--- src/rtl/dres_pkg.sv ---
// Package for the dual-rate shape filter: config register codes, item and
// config types, counter and weight helpers. No dependencies.
package dres_pkg;

  localparam int FIELD_BITS    = 16;
  localparam int ALPHA_BITS    = 17;
  localparam int LIMIT_BITS    = 18;
  localparam int CNT_BITS      = 8;
  localparam int CFG_IDX_BITS  = 3;
  localparam int CFG_DATA_BITS = 18;

  localparam logic [ALPHA_BITS-1:0] ONE_Q16 = ALPHA_BITS'(65536);
  localparam logic [CNT_BITS-1:0]   CNT_MAX = '1;
  localparam logic [CNT_BITS-1:0]   INTERRUPT_LIMIT = CNT_BITS'(2);

  typedef enum logic [1:0] {
    FUNC_NOISY  = 2'd0,
    FUNC_NORMAL = 2'd1,
    FUNC_CLEAR  = 2'd2,
    FUNC_NONE   = 2'd3
  } func_t;

  typedef enum logic [CFG_IDX_BITS-1:0] {
    REG_WT_FAR          = 3'd0,
    REG_WT_NEAR         = 3'd1,
    REG_VARIATION_LIMIT = 3'd2,
    REG_STREAK_NEEDED   = 3'd3,
    REG_NOISY_NEEDED    = 3'd4
  } reg_idx_t;

  typedef struct packed {
    logic [ALPHA_BITS-1:0] wt_far;
    logic [ALPHA_BITS-1:0] wt_near;
    logic [LIMIT_BITS-1:0] variation_limit;
    logic [CNT_BITS-1:0]   streak_needed;
    logic [CNT_BITS-1:0]   noisy_needed;
  } cfg_t;

  function automatic logic [CNT_BITS-1:0] sat_inc(input logic [CNT_BITS-1:0] c);
    return (c == CNT_MAX) ? CNT_MAX : c + CNT_BITS'(1);
  endfunction

  function automatic logic [ALPHA_BITS-1:0] alpha_sat(input logic [ALPHA_BITS-1:0] a);
    return (a > ONE_Q16) ? ONE_Q16 : a;
  endfunction

endpackage

--- src/rtl/dres_lane.sv ---
// One dimension lane: relative closeness test and both blend candidates.
// Depends on dres_pkg.
module dres_lane #(
  parameter int DIM_BITS = 16
) (
  input  logic [DIM_BITS-1:0]            meas,
  input  logic [DIM_BITS-1:0]            avg,
  input  logic [dres_pkg::ALPHA_BITS-1:0] wt_near,
  input  logic [dres_pkg::ALPHA_BITS-1:0] wt_far,
  input  logic [dres_pkg::LIMIT_BITS-1:0] limit,
  output logic                            close,
  output logic [DIM_BITS-1:0]            blend_strong,
  output logic [DIM_BITS-1:0]            blend_weak
);

  localparam int CW = DIM_BITS + dres_pkg::LIMIT_BITS;
  localparam int AW = DIM_BITS + 19;

  logic [DIM_BITS-1:0] dev;
  logic [DIM_BITS-1:0] base;
  logic [CW-1:0]       lhs;
  logic [CW-1:0]       rhs;

  logic signed [DIM_BITS:0] diff;
  logic signed [AW-1:0]     avg_sh;
  logic signed [AW-1:0]     prod_s;
  logic signed [AW-1:0]     prod_w;
  logic signed [AW-1:0]     acc_s;
  logic signed [AW-1:0]     acc_w;

  always_comb begin
    dev  = (meas > avg) ? meas - avg : avg - meas;
    base = (avg > DIM_BITS'(1)) ? avg : DIM_BITS'(1);
    lhs  = CW'({dev, 16'h0000});
    rhs  = CW'(limit) * CW'(base);
    close = lhs < rhs;
  end

  // v' = v + a*(m - v), rounded half up
  always_comb begin
    diff   = $signed({1'b0, meas}) - $signed({1'b0, avg});
    avg_sh = $signed(AW'({avg, 16'h0000}));
    prod_s = $signed({1'b0, wt_near}) * diff;
    prod_w = $signed({1'b0, wt_far}) * diff;
    acc_s  = avg_sh + prod_s + $signed(AW'(32768));
    acc_w  = avg_sh + prod_w + $signed(AW'(32768));
    blend_strong = acc_s[DIM_BITS+15:16];
    blend_weak   = acc_w[DIM_BITS+15:16];
  end

endmodule

--- config.mk ---
export PLATFORM = sky130hd
export DESIGN_NAME = dres_lane
export DESIGN_NICKNAME = d
export VERILOG_FILES = /design/src/rtl/dres_pkg.sv /design/src/rtl/dres_lane.sv
export SDC_FILE = /design/constraint.sdc
export NUM_CORES = 2
export LEC_CHECK = 0
export BUFFER_PORTS_ARGS = -buffer_cell sky130_fd_sc_hd__buf_2
export CAP_MARGIN = 20
export CORE_ASPECT_RATIO = 0.5
export CORE_MARGIN = 1
export CORE_UTILIZATION = 50
export DETAILED_ROUTE_END_ITERATION = 16
export PLACE_DENSITY = 0.79
export SLEW_MARGIN = 20
export SYNTH_ARGS = -nofsm -noshare
export SYNTH_HDL_FRONTEND = slang
export SYNTH_SLANG_ARGS = --single-unit
--- constraint.sdc ---
create_clock -name vclk -period 15.3
set_input_delay 2.295 -clock vclk [all_inputs]
set_output_delay 2.295 -clock vclk [all_outputs]
set_load 0.01 [all_outputs]
; Word level (Yosys, flattened, before mapping)
; Index checks and enable logic that the tools add are counted.
[totals]
register_bits = 0
in_bits = 84
out_inout_bits = 33
wordCells = 15
[op_classes]
n_addsub = 7
multipliers = 3
order_cmp = 3
muxes = 2
[ops]
columns = op, n
row1 = $add A32 B17 Y32 const B, 2
row2 = $add A32 B32 Y32, 2
row3 = $mul A18 B17 Y32, 2
row4 = $lt A32 B34 Y1, 1
row5 = $mul A18 B16 Y34, 1
row6 = $mux W16, 2
row7 = $sub A16 B16 Y16, 2
row8 = $sub A16 B16 Y17, 1
row9 = $gt A16 B1 Y1 const B, 1
row10 = $gt A16 B16 Y1, 1

; Logic depth before layout (Yosys ltp)
[depth]
word_depth = 4
depth_mapped = 33
ltp_nobuf = 32

; Worst setup path after synthesis
; Ideal clock, no wire load.
[synth_timing]
kind = input-to-output
startpoint = input port avg[1]
endpoint = output port blend_strong[12]
arrival_time_ns = 9.857
required_time_ns = 13.005
setup_slack_ns = 3.148
stages = 30
path_buffers = 3
cell_sequence = clkbuf_1 clkbuf_1 inv_1 fa_1 a21o_1 a21oi_1 o21bai_1 a21oi_1 o21bai_1 a21oi_1 xnor2_1 clkbuf_1 nand2_1 fa_1 fa_1 inv_1 fa_1 inv_1 fa_1 fa_1 inv_1 fa_1 ha_1 a21o_1 a21oi_1 o21ai_0 o31ai_1 a211oi_1 o21ai_0 a221oi_1
[synth_via]
elab_chain_cells = 4
[synth_lines]
columns = item, line_no
row1 = "start, declared", dres_lane.sv:7  ; input logic [DIM_BITS-1:0] avg,
row2 = $sub A16 B16 Y17, dres_lane.sv:41  ; diff = $signed({1'b0, meas}) - $signed({1'b0, avg});
row3 = $mul A18 B17 Y32, dres_lane.sv:43  ; prod_s = $signed({1'b0, wt_near}) * diff;
row4 = $add A32 B32 Y32 *, dres_lane.sv:45  ; acc_s = avg_sh + prod_s + $signed(AW'(32768));
row5 = $add A32 B17 Y32 *, dres_lane.sv:45
row6 = "end, declared", dres_lane.sv:12  ; output logic [DIM_BITS-1:0] blend_strong,
; Mark *: on every way between the ends. The rest lies on a longest branch, timed or not.

; Worst setup path after layout
; Same ends and word-level chain as after synthesis.

==> metrics.yaml <==
status: "complete, no violations"
max_slew.worst_pin.slew_ns: 0.9833
initial_core_util: 0.5105
synth_top_area_share: 0.4601
ys_seq_area_frac: 0
seq_cells: 0
critPathMostFrequentCell: "fa_1"
rows: 63
maxSlewHeadroom: 0.3413
syn_inst: 3507
port_buffers: 117
syn2layout_area_growth_pct: 4.179
cts_setup_buffers: 0
crit_fanout: 34
grt_pass1_wl_um: 128900
rsz0062_at_grt: "false"
final_nets: 4668
dr_total_vias: 23390
dpl.cell_count: 4307
min_period_ns: 13.48
setup-violations-final: 0
place.gp.congestion: 0.9012
antenna_cells: 0
yosys.area.top_type: "fa_1"
yosys-top-cells-area: "fa_1 46%, ha_1 16%, inv_1 10%"
firstDrtPassIters: 6
grt-ovfl-total: 0
drt_wl_total_um: 75950
yosys.cell_types.count: 70
fin_crit_sh: 0.8810
layout-drive-gt1-share: 0.04721
endpoint_kind: "output port"
fp.dieArea_um2: 62140
ys.warnings.count: 0
drc: 0
critPathMaxStageDelay_ns: 0.61
pin_count: 117
crit_type: "in2out"
first_iter_violations: 1750
crit_required_ns: 13.01
seqCellArea_um2: 0
vias_per_cell: 5.432
antenna_found_initial: 0
postSynthAreaPerCell_um2: 8.709
multiInputGateArea_um2: 26920
synth_most_common_cell: "inv_1"
nClkBuffers: 0
grt_max_degree: 35
fillCellCount: 5272
detail-route-antenna-nets: 0
synthesis.nets: 4678
postCtsHoldBufs: 0
timing.final.ws_setup_ns: 1.821
die_y_um: 176.8
synthTopCellsByCount: "840 x inv_1, 702 x fa_1, 517 x nand2_1"
postCtsResizedCells: 0
dp_hpwl_um: 59970
finalHoldViolations: 0
preCtsSetupSlack_ns: 1.965
wl_per_cell_um: 17.63
cp-start-kind: "input pin"
clock.fmax_mhz: 74.19
grtUsageTotal: 0.2584
fin_cells: 4307
crit_arrival_ns: 11.18
max-cap-violations: 0
slew_viol_final: 0
slowest_stage: "o21ai_0"
core_area_um2: 59830
synth_area_um2: 30540
fp.dieW_um: 351.5
hold_path.class: "in2out"
setup_tns_ns: 0
first_global_vias: 25910
layer usage:
layer	part of all wire	track usage
met1	0.40	0.3251
met3	0.062	0.02364
met2	0.51	0.4694
met5	0	0
met4	0.034	0.08170
cell families after synthesis:
kind of cell	share of synthesized area
AOI/OAI and AO/OA	0.05596
muxes	0.003728
xor gates and xnor gates	0.02638
buffers and inverters	0.1226
and+or+nand+nor	0.1735
adders and majority gates	0.6178
worst paths after layout:
path,startpoint,endpoint,slack (ns),cells past startpoint
max,avg[1],blend_strong[12],1.82,32
min,meas[14],blend_strong[15],5.66,8
cells in the final DEF (no fill, tap or decap), types with 12 or more instances in the layout:
master,count
nor2b_1,37
a21oi_1,71
a31oi_1,12
nand2b_1,47
nand4_1,12
and2_1,326
buf_4,19
a21o_1,35
nand2_1,517
nor2_1,48
buf_2,117
ha_1,385
a211oi_1,13
xor2_1,25
o21ai_0,45
nor3_1,20
xnor2_1,54
nand3_1,19
inv_1,840
fa_1,702
critical path: cells and delay by family:
family	cells	cell delay, ns
AO/OA/AOI/OAI	13	3.23
XOR/XNOR	1	0.16
adder cells (fa/ha/maj)	8	3.77
buffers and inverters	9	1.54
AND/OR/NAND/NOR	1	0.15
per-stage QoR:
step                      utilization  hold slack, ns  area (um^2)
after floorplan                     -           4.998        30540
after global placement         0.5318           5.642        31820
after detailed placement       0.5318           5.637        31820
after CTS                      0.5318           5.643        31820
after global routing           0.5318           5.699        31820
final                          0.5318           5.655        31820
layout make-up:
type                       instances  share of cell area
inverter                         840             0.09909
multi-input combinational       2519              0.8461
tap                              812             0.03193
timing repair buffer             136             0.02289
Power is left out: the tool's default activity adds up to more than one toggle a clock period on the data nets, which glitch-free logic cannot reach.
